==> src/hdl/format_spec_parser_defines.svh <==
// Assertion macros used by the format_spec_parser module
`ifndef FORMAT_SPEC_PARSER_DEFINES_SVH
`define FORMAT_SPEC_PARSER_DEFINES_SVH

// same-cycle implication
`define FSP_ASSERT_NOW(label, ante, cons) \
    label: assert property (@(posedge clk) disable iff (!rst_n) (ante) |-> (cons)) \
        else $error("format_spec_parser: check failed");

// next-cycle implication
`define FSP_ASSERT_NEXT(label, ante, cons) \
    label: assert property (@(posedge clk) disable iff (!rst_n) (ante) |=> (cons)) \
        else $error("format_spec_parser: check failed");

`endif

==> src/hdl/fsp_pkg.sv <==
package fsp_pkg;

    typedef enum logic [2:0] {
        PH_FLAGS = 3'd0,
        PH_WIDTH = 3'd1,
        PH_PREC  = 3'd2,
        PH_H     = 3'd3,
        PH_L     = 3'd4,
        PH_MODOK = 3'd5
    } phase_t;

    typedef enum logic [2:0] {
        MOD_NONE = 3'd0,
        MOD_H    = 3'd1,
        MOD_HH   = 3'd2,
        MOD_L    = 3'd3,
        MOD_LL   = 3'd4,
        MOD_J    = 3'd5,
        MOD_Z    = 3'd6
    } mod_t;

    localparam int FB_ALT   = 0;
    localparam int FB_ZERO  = 1;
    localparam int FB_LEFT  = 2;
    localparam int FB_PLUS  = 3;
    localparam int FB_SPACE = 4;

    localparam logic [15:0] SAT_MAX = 16'hFFFF;

    localparam logic [4:0] BASE_NONE = 5'd0;
    localparam logic [4:0] BASE_OCT  = 5'd8;
    localparam logic [4:0] BASE_DEC  = 5'd10;
    localparam logic [4:0] BASE_HEX  = 5'd16;

    localparam logic [7:0] CASE_SHIFT = 8'd32;

    localparam logic [7:0] CH_HASH  = "#";
    localparam logic [7:0] CH_ZERO  = "0";
    localparam logic [7:0] CH_NINE  = "9";
    localparam logic [7:0] CH_MINUS = "-";
    localparam logic [7:0] CH_PLUS  = "+";
    localparam logic [7:0] CH_SPACE = " ";
    localparam logic [7:0] CH_DOT   = ".";
    localparam logic [7:0] CH_H     = "h";
    localparam logic [7:0] CH_L     = "l";
    localparam logic [7:0] CH_J     = "j";
    localparam logic [7:0] CH_Z     = "z";
    localparam logic [7:0] CH_D_LO  = "d";
    localparam logic [7:0] CH_I_LO  = "i";
    localparam logic [7:0] CH_U_LO  = "u";
    localparam logic [7:0] CH_O_LO  = "o";
    localparam logic [7:0] CH_X_LO  = "x";
    localparam logic [7:0] CH_P_LO  = "p";
    localparam logic [7:0] CH_C_LO  = "c";
    localparam logic [7:0] CH_S_LO  = "s";
    localparam logic [7:0] CH_D_UP  = "D";
    localparam logic [7:0] CH_U_UP  = "U";
    localparam logic [7:0] CH_O_UP  = "O";
    localparam logic [7:0] CH_X_UP  = "X";
    localparam logic [7:0] CH_C_UP  = "C";
    localparam logic [7:0] CH_S_UP  = "S";

    typedef struct packed {
        phase_t      phase;
        logic [4:0]  flags;
        logic [15:0] width;
        logic [15:0] prec;
        logic        prec_seen;
        mod_t        modifier;
    } st_t;

    localparam st_t ST_RESET = '{
        phase:     PH_FLAGS,
        flags:     5'd0,
        width:     16'd0,
        prec:      16'd0,
        prec_seen: 1'b0,
        modifier:  MOD_NONE
    };

    typedef struct packed {
        logic        flag_alt;
        logic        flag_zero;
        logic        flag_left;
        logic        flag_plus;
        logic        flag_space;
        logic [15:0] field_width;
        logic [15:0] prec_value;
        logic        prec_given;
        logic [2:0]  length_mod;
        logic [7:0]  conversion;
        logic [4:0]  number_base;
    } rec_t;

    function automatic logic [15:0] add_digit(input logic [15:0] acc, input logic [7:0] ch);
        logic [20:0] sum;
        sum = {2'b00, acc, 3'b000} + {4'b0000, acc, 1'b0} + {17'd0, ch[3:0]};
        add_digit = (sum > {5'd0, SAT_MAX}) ? SAT_MAX : sum[15:0];
    endfunction

    function automatic logic [4:0] flag_of(input logic [7:0] ch);
        logic [4:0] f;
        f = 5'd0;
        if (ch == CH_HASH)  f[FB_ALT]   = 1'b1;
        if (ch == CH_ZERO)  f[FB_ZERO]  = 1'b1;
        if (ch == CH_MINUS) f[FB_LEFT]  = 1'b1;
        if (ch == CH_PLUS)  f[FB_PLUS]  = 1'b1;
        if (ch == CH_SPACE) f[FB_SPACE] = 1'b1;
        flag_of = f;
    endfunction

endpackage

==> src/hdl/fsp_parse.sv <==
module fsp_parse
(
    input  fsp_pkg::st_t  st,
    input  logic [7:0]    char_code,
    input  logic          spec_start,
    output fsp_pkg::st_t  st_next,
    output logic          emit,
    output fsp_pkg::rec_t rec
);
    import fsp_pkg::*;

    st_t        s;
    logic [4:0] fl_in;
    logic       is_digit;
    logic       is_dot;
    logic       go_width;
    logic [4:0] fl;
    logic [4:0] base;
    logic [7:0] conv;
    mod_t       mod;

    assign s        = spec_start ? ST_RESET : st;
    assign fl_in    = flag_of(char_code);
    assign is_digit = (char_code >= CH_ZERO) && (char_code <= CH_NINE);
    assign is_dot   = (char_code == CH_DOT);
    assign go_width = ((s.phase == PH_FLAGS) && (fl_in == 5'd0)) || (s.phase == PH_WIDTH);

    always_comb
    begin
        st_next = s;
        emit    = 1'b0;
        case (s.phase)
            PH_FLAGS, PH_WIDTH, PH_PREC:
            begin
                if ((s.phase == PH_FLAGS) && (fl_in != 5'd0))
                begin
                    st_next.flags = s.flags | fl_in;
                end
                else if (is_digit)
                begin
                    if (go_width)
                    begin
                        st_next.width = add_digit(s.width, char_code);
                        st_next.phase = PH_WIDTH;
                    end
                    else
                    begin
                        st_next.prec = add_digit(s.prec, char_code);
                    end
                end
                else if (is_dot && go_width)
                begin
                    st_next.prec_seen = 1'b1;
                    st_next.prec      = 16'd0;
                    st_next.phase     = PH_PREC;
                end
                else if (char_code == CH_H)
                begin
                    st_next.modifier = MOD_H;
                    st_next.phase    = PH_H;
                end
                else if (char_code == CH_L)
                begin
                    st_next.modifier = MOD_L;
                    st_next.phase    = PH_L;
                end
                else if (char_code == CH_J)
                begin
                    st_next.modifier = MOD_J;
                    st_next.phase    = PH_MODOK;
                end
                else if (char_code == CH_Z)
                begin
                    st_next.modifier = MOD_Z;
                    st_next.phase    = PH_MODOK;
                end
                else
                begin
                    emit = 1'b1;
                end
            end
            PH_H:
            begin
                if (char_code == CH_H)
                begin
                    st_next.modifier = MOD_HH;
                    st_next.phase    = PH_MODOK;
                end
                else
                begin
                    emit = 1'b1;
                end
            end
            PH_L:
            begin
                if (char_code == CH_L)
                begin
                    st_next.modifier = MOD_LL;
                    st_next.phase    = PH_MODOK;
                end
                else
                begin
                    emit = 1'b1;
                end
            end
            default:
            begin
                emit = 1'b1;
            end
        endcase
        if (emit)
        begin
            st_next = ST_RESET;
        end
    end

    always_comb
    begin
        conv = char_code;
        mod  = s.modifier;
        fl   = s.flags;
        if ((conv == CH_D_LO) || (conv == CH_I_LO) || (conv == CH_U_LO) ||
            (conv == CH_D_UP) || (conv == CH_U_UP))
        begin
            base = BASE_DEC;
        end
        else if ((conv == CH_O_LO) || (conv == CH_O_UP))
        begin
            base = BASE_OCT;
        end
        else if ((conv == CH_X_LO) || (conv == CH_X_UP) || (conv == CH_P_LO))
        begin
            base = BASE_HEX;
        end
        else
        begin
            base = BASE_NONE;
        end
        if ((conv == CH_D_UP) || (conv == CH_O_UP) || (conv == CH_U_UP))
        begin
            conv = conv + CASE_SHIFT;
            mod  = MOD_L;
        end
        if (fl[FB_LEFT])
        begin
            fl[FB_ZERO] = 1'b0;
        end
        if (fl[FB_PLUS])
        begin
            fl[FB_SPACE] = 1'b0;
        end
        if (s.prec_seen && (base != BASE_NONE))
        begin
            fl[FB_ZERO] = 1'b0;
        end
        if ((conv == CH_C_LO) && (mod == MOD_L))
        begin
            conv = CH_C_UP;
        end
        else if ((conv == CH_S_LO) && (mod == MOD_L))
        begin
            conv = CH_S_UP;
        end

        rec.flag_alt    = fl[FB_ALT];
        rec.flag_zero   = fl[FB_ZERO];
        rec.flag_left   = fl[FB_LEFT];
        rec.flag_plus   = fl[FB_PLUS];
        rec.flag_space  = fl[FB_SPACE];
        rec.field_width = s.width;
        rec.prec_value  = s.prec;
        rec.prec_given  = s.prec_seen;
        rec.length_mod  = mod;
        rec.conversion  = conv;
        rec.number_base = base;
    end

endmodule

==> src/hdl/format_spec_parser.sv <==
// format_spec_parser: streaming parser for one printf conversion specification.
// Input channel (char_valid / char_stall): one byte of the specification per
// transfer, starting after the percent sign; spec_start marks the first byte and
// clears any partial parse. Flags, width, dot and precision, and length modifier
// bytes only update internal state; the conversion byte ends the specification.
// Output channel (rec_valid / rec_stall): one record per conversion byte with
// the flags, width, precision, modifier, conversion and number base.
// After a conversion byte transfer, the byte goes into the input register and
// the record is then loaded into the record register, where it can be taken.
// Throughput: one byte per cycle while char_stall is low; the parse state updates
// from the input register into the state and record registers.
// When rec_stall is high and a record is held, the byte in the input register
// waits and char_stall rises until the held record is taken; a record taken in
// the same cycle frees the input register for the next byte.
// Reset (rst_n low, asynchronous) empties both registers and returns the parse
// state to the flags phase with all fields cleared.
`include "format_spec_parser_defines.svh"

module format_spec_parser
(
    input  logic        clk,
    input  logic        rst_n,
    input  logic        char_valid,
    output logic        char_stall,
    input  logic [7:0]  char_code,
    input  logic        spec_start,
    output logic        rec_valid,
    input  logic        rec_stall,
    output logic        flag_alt,
    output logic        flag_zero,
    output logic        flag_left,
    output logic        flag_plus,
    output logic        flag_space,
    output logic [15:0] field_width,
    output logic [15:0] prec_value,
    output logic        prec_given,
    output logic [2:0]  length_mod,
    output logic [7:0]  conversion,
    output logic [4:0]  number_base
);
    import fsp_pkg::*;

    logic       in_valid_reg;
    logic       in_valid_next;
    logic [7:0] char_reg;
    logic       start_reg;
    st_t        st_reg;
    st_t        st_next;
    logic       rec_valid_reg;
    logic       rec_valid_next;
    rec_t       rec_reg;
    rec_t       rec_new;
    logic       emit;
    logic       advance;
    logic       take_in;

    fsp_parse u_parse
    (
        .st         (st_reg),
        .char_code  (char_reg),
        .spec_start (start_reg),
        .st_next    (st_next),
        .emit       (emit),
        .rec        (rec_new)
    );

    assign advance    = in_valid_reg && (!rec_valid_reg || !rec_stall);
    assign char_stall = in_valid_reg && !advance;
    assign take_in    = char_valid && !char_stall;

    always_comb
    begin
        in_valid_next = in_valid_reg;
        if (take_in)
        begin
            in_valid_next = 1'b1;
        end
        else if (advance)
        begin
            in_valid_next = 1'b0;
        end
    end

    always_comb
    begin
        rec_valid_next = rec_valid_reg;
        if (advance && emit)
        begin
            rec_valid_next = 1'b1;
        end
        else if (!rec_stall)
        begin
            rec_valid_next = 1'b0;
        end
    end

    always_ff @(posedge clk or negedge rst_n)
    begin
        if (!rst_n)
        begin
            in_valid_reg  <= 1'b0;
            rec_valid_reg <= 1'b0;
            st_reg        <= ST_RESET;
        end
        else
        begin
            in_valid_reg  <= in_valid_next;
            rec_valid_reg <= rec_valid_next;
            if (advance)
            begin
                st_reg <= st_next;
            end
        end
    end

    always_ff @(posedge clk)
    begin
        if (take_in)
        begin
            char_reg  <= char_code;
            start_reg <= spec_start;
        end
        if (advance && emit)
        begin
            rec_reg <= rec_new;
        end
    end

    assign rec_valid   = rec_valid_reg;
    assign flag_alt    = rec_reg.flag_alt;
    assign flag_zero   = rec_reg.flag_zero;
    assign flag_left   = rec_reg.flag_left;
    assign flag_plus   = rec_reg.flag_plus;
    assign flag_space  = rec_reg.flag_space;
    assign field_width = rec_reg.field_width;
    assign prec_value  = rec_reg.prec_value;
    assign prec_given  = rec_reg.prec_given;
    assign length_mod  = rec_reg.length_mod;
    assign conversion  = rec_reg.conversion;
    assign number_base = rec_reg.number_base;

    `FSP_ASSERT_NOW(a_stall_only_when_held, char_stall, in_valid_reg && rec_valid_reg)
    `FSP_ASSERT_NEXT(a_emit_loads_record, advance && emit, rec_valid_reg)
    `FSP_ASSERT_NEXT(a_emit_clears_state, advance && emit, st_reg == ST_RESET)
    `FSP_ASSERT_NOW(a_hh_ends_modifier, st_reg.modifier == MOD_HH, st_reg.phase == PH_MODOK)
    `FSP_ASSERT_NOW(a_prec_needs_dot, st_reg.prec != 16'd0, st_reg.prec_seen)

endmodule
==> config.mk <==
export PLATFORM = sky130hd
export DESIGN_NAME = format_spec_parser
export DESIGN_NICKNAME = d
export VERILOG_FILES = /design/src/hdl/fsp_pkg.sv /design/src/hdl/fsp_parse.sv /design/src/hdl/format_spec_parser.sv
export VERILOG_INCLUDE_DIRS = /design/src /design/src/hdl
export SDC_FILE = /design/constraint.sdc
export NUM_CORES = 1
export LEC_CHECK = 0
export BUFFER_PORTS_ARGS = -buffer_cell sky130_fd_sc_hd__buf_4
export CAP_MARGIN = 30
export CORE_UTILIZATION = 50
export DETAILED_ROUTE_END_ITERATION = 12
export HOLD_SLACK_MARGIN = 0.08
export PLACE_DENSITY = 0.71
export SKIP_CTS_REPAIR_TIMING = 1
export SKIP_LAST_GASP = 1
export SLEW_MARGIN = 20
export SYNTH_ARGS = -nofsm -noshare
export SYNTH_HDL_FRONTEND = slang
export SYNTH_SLANG_ARGS = --single-unit
==> constraint.sdc <==
create_clock -name clk -period 4.8 [get_ports clk]
set_clock_uncertainty 0.2 [all_clocks]
set_input_delay 0 -clock clk [delete_from_list [all_inputs] [get_ports clk]]
set_output_delay 0 -clock clk [all_outputs]
set_load 0.02 [all_outputs]
==> impl_metrics.tcl <==
set metrics [dict create \
    status "complete, no violations" \
    rsz0062_at_grt "no" \
    drive_gt1_share_pct 13.5 \
    dp_hpwl_microns 15600 \
    drt_first_iter_violations 925 \
    setup.worst_path.class "reg -> reg" \
    synth.distinct_cells 100 \
    synth-async-reset-ratio_pct 43.0 \
    r2r_slack_ns 0.38 \
    avgSynthCellArea_sq_um 8.57 \
    clk_path_buf_depth 2 \
    final_common_cell "o21ai_0" \
    slowest_delay_ns 0.51 \
    slowest_stage "edfxtp_1" \
    cap_violations 0 \
    clk_pin_slew_ns 0.08 \
    syn_area_sq_um 8730 \
    largest_reg_flops 44 \
    ant_nets 0 \
    dp_slack_ns 0.452 \
    die_h_microns 134 \
    first_global_vias 7222 \
    first_pass_iters 6 \
    final-hold-violation-count 0 \
    htreeDepth 3 \
    num-fill-cells 1565 \
    port_buffers 66 \
    dieWidth_microns 134 \
    rows 47 \
    arrival_ns 4.46 \
    slew_headroom_pct 45.2 \
    syn2layout_area_growth_pct 10.1 \
    hold_ws_ns 0.0241 \
    max_freq_mhz 226 \
    num_vias 8052 \
    p_leak_nw 3.50 \
    drv_slew 0 \
    io_pins 69 \
    synth_top_family_by_area "compound AO/OA/AOI/OAI gates" \
    syn_inst 1018 \
    place.gp.congestion 0.921 \
    synth_edf_count 61 \
    yosys-mux-area-fraction_pct 0.946 \
    place_area_sq_um 9160 \
    finalNonFillerCells 1262 \
    most-common-layout-cells "o21ai_0 (90), nor2_1 (89), nand2_1 (89)" \
    cts_inserted_buffers 9 \
    r2r-end "st_reg[14]$_DFFE_PN0P_" \
    cp_num_buf_inv 0 \
    critPathMaxFanout 15 \
    grt_max_degree 47 \
    dieArea_sq_um 18000 \
    multi_input_area_sq_um 5140 \
    crit_required_ns 4.84 \
    start_util_pct 51.9 \
    fin_util_pct 57.1 \
    nNetsFinal 1063 \
    ys_seq_area_share_pct 34.2 \
    fp.coreArea_sq_um 16800 \
    layout_setup_ws_ns 0.377 \
    synth_adder_area_share_pct 2.45 \
    synth_xor_area_share_pct 5.92 \
    fin_crit_ns 4.42 \
    total_power_mw 2.18 \
    worst_slew_pin_slew_ns 0.810 \
    drt-total-wl_microns 22800 \
    p_per_area_nw_per_um2 227 \
    stdcell_area_sq_um 9610 \
    setup-violations-final 0 \
    cts_sinks 107 \
    start_kind "register" \
    synth_seq_cells 107 \
    path_cells "nor2b_1, ha_1, ha_1, a21boi_0, a211oi_1, mux2i_1, a211oi_1, nand4_1, nor2_1, nand4_2, a221oi_2, o21ai_1" \
    viasPerCell 6.38 \
    dpl.cell_count 1233 \
    diodes 0 \
    wire_per_inst_microns 18.1 \
    critPathTopFamily "compound AO/OA/AOI/OAI gates" \
    grt_use_total_pct 25.9 \
    reg2reg_from "start_reg$_DFFE_PP_" \
    route.detailed.drc 0 \
    yosys_most_used_dff "edfxtp_1" \
    gr-total-overflow 0 \
    antenna_found_initial 0 \
    root_buffer "clkbuf_16" \
    crit_path_end_kind "register" \
    cts_tree "built" \
    vdd_ir_drop_max_uv 176 \
    ff2ff_path_depth 12 \
    grt_first_pass_wirelength_microns 37500 \
    finalCritPeriodShare_pct 92.2 \
    synth_compound_area_share_pct 28.6 \
    clock_latency_ns 0.37 \
    hp-class "in -> async" \
    synthSimpleGateAreaFrac_pct 20.8 \
    regArea_sq_um 2980 \
    tns_ns 0 \
    ys_warn_count 0 \
]
-- area by class of cell --
cell class,instances,share of cell area [%]
clock inverter,6,0.755
clock buffer,10,2.60
timing repair buffer,100,8.28
tap,220,2.86
sequential,107,31.0
inverter,25,0.976
multi-input combinational,794,53.5
-- worst max path at each step --
| stage | start | end | slack, ns | cells after the start |
|---|---|---|---|---|
| 2_1_floorplan | start_reg$_DFFE_PP_ | st_reg[21]$_DFFE_PN0P_ | 0.001 | 20 |
| 3_3_place_gp | start_reg$_DFFE_PP_ | st_reg[19]$_DFFE_PN0P_ | 0.54 | 12 |
| 3_5_place_dp | start_reg$_DFFE_PP_ | st_reg[19]$_DFFE_PN0P_ | 0.45 | 12 |
| 4_1_cts | start_reg$_DFFE_PP_ | st_reg[19]$_DFFE_PN0P_ | 0.40 | 12 |
| 5_1_grt | start_reg$_DFFE_PP_ | st_reg[19]$_DFFE_PN0P_ | 0.04 | 12 |
| 6_report | start_reg$_DFFE_PP_ | st_reg[14]$_DFFE_PN0P_ | 0.38 | 12 |
-- logic make-up (layout without fill, tap and decap cells) --
family / count (synthesis) / after routing
compound gates: 357 / 357
xor+xnor: 59 / 59
fa+ha+maj: 18 / 18
buf+inv: 118 / 141
flops: 107 / 107
mux: 8 / 8
other cells: 1 / 2
simple gates: 350 / 350
-- power breakdown --
group | switching, mW | internal [mW] | total, mW
Sequential | 0.0352 | 1.03 | 1.07
Clock | 0.397 | 0.405 | 0.801
Combinational | 0.203 | 0.107 | 0.309
-- cells in the mapped netlist, types with 7 or more instances --
| library cell | instances | area, sq um |
|---|---|---|
| edfxtp_1 | 61 | 1830 |
| and2_1 | 18 | 113 |
| a22oi_1 | 7 | 52.6 |
| o221ai_1 | 9 | 78.8 |
| o21ai_1 | 20 | 100 |
| inv_1 | 24 | 90.1 |
| dfrtp_1 | 46 | 1150 |
| o22ai_1 | 9 | 56.3 |
| clkbuf_1 | 44 | 165 |
| a211oi_1 | 24 | 180 |
| and3_1 | 12 | 75.1 |
| xor2_1 | 24 | 210 |
| nand4_1 | 8 | 50.1 |
| nand3_1 | 14 | 70.1 |
| buf_4 | 11 | 82.6 |
| a31oi_1 | 10 | 62.6 |
| a21oi_1 | 57 | 285 |
| nor2b_1 | 26 | 163 |
| o21a_1 | 8 | 60.1 |
| nand2_1 | 89 | 334 |
| nor4_1 | 8 | 50.1 |
| nor2_1 | 90 | 338 |
| nor3_1 | 16 | 80.1 |
| nand3b_1 | 8 | 60.1 |
| buf_2 | 20 | 100 |
| buf_6 | 13 | 146 |
| xnor2_1 | 35 | 307 |
| a21o_1 | 9 | 67.6 |
| nand2b_1 | 18 | 113 |
| o21ai_0 | 90 | 450 |
| ha_1 | 13 | 163 |
| o211ai_1 | 23 | 173 |
-- worst reg2reg max path: stages (launching register included) --
cell	delay (ns)
edfxtp_1	0.51
nor2b_1	0.29
ha_1	0.39
ha_1	0.33
a21boi_0	0.12
a211oi_1	0.35
mux2i_1	0.14
a211oi_1	0.45
nand4_1	0.28
nor2_1	0.27
nand4_2	0.41
a221oi_2	0.46
o21ai_1	0.11
-- metal layers --
| layer | global-route usage (%) | wire, microns | vias up |
|---|---|---|---|
| met1 | 38.0 | 10400 | 3811 |
| met4 | 8.93 | 466 | 0 |
| met3 | 3.44 | 1480 | 45 |
| li1 | - | - | 3840 |
| met5 | 0 | 0 | - |
| met2 | 39.2 | 10500 | 356 |
Note: power is estimated with default switching activity, not from simulation.
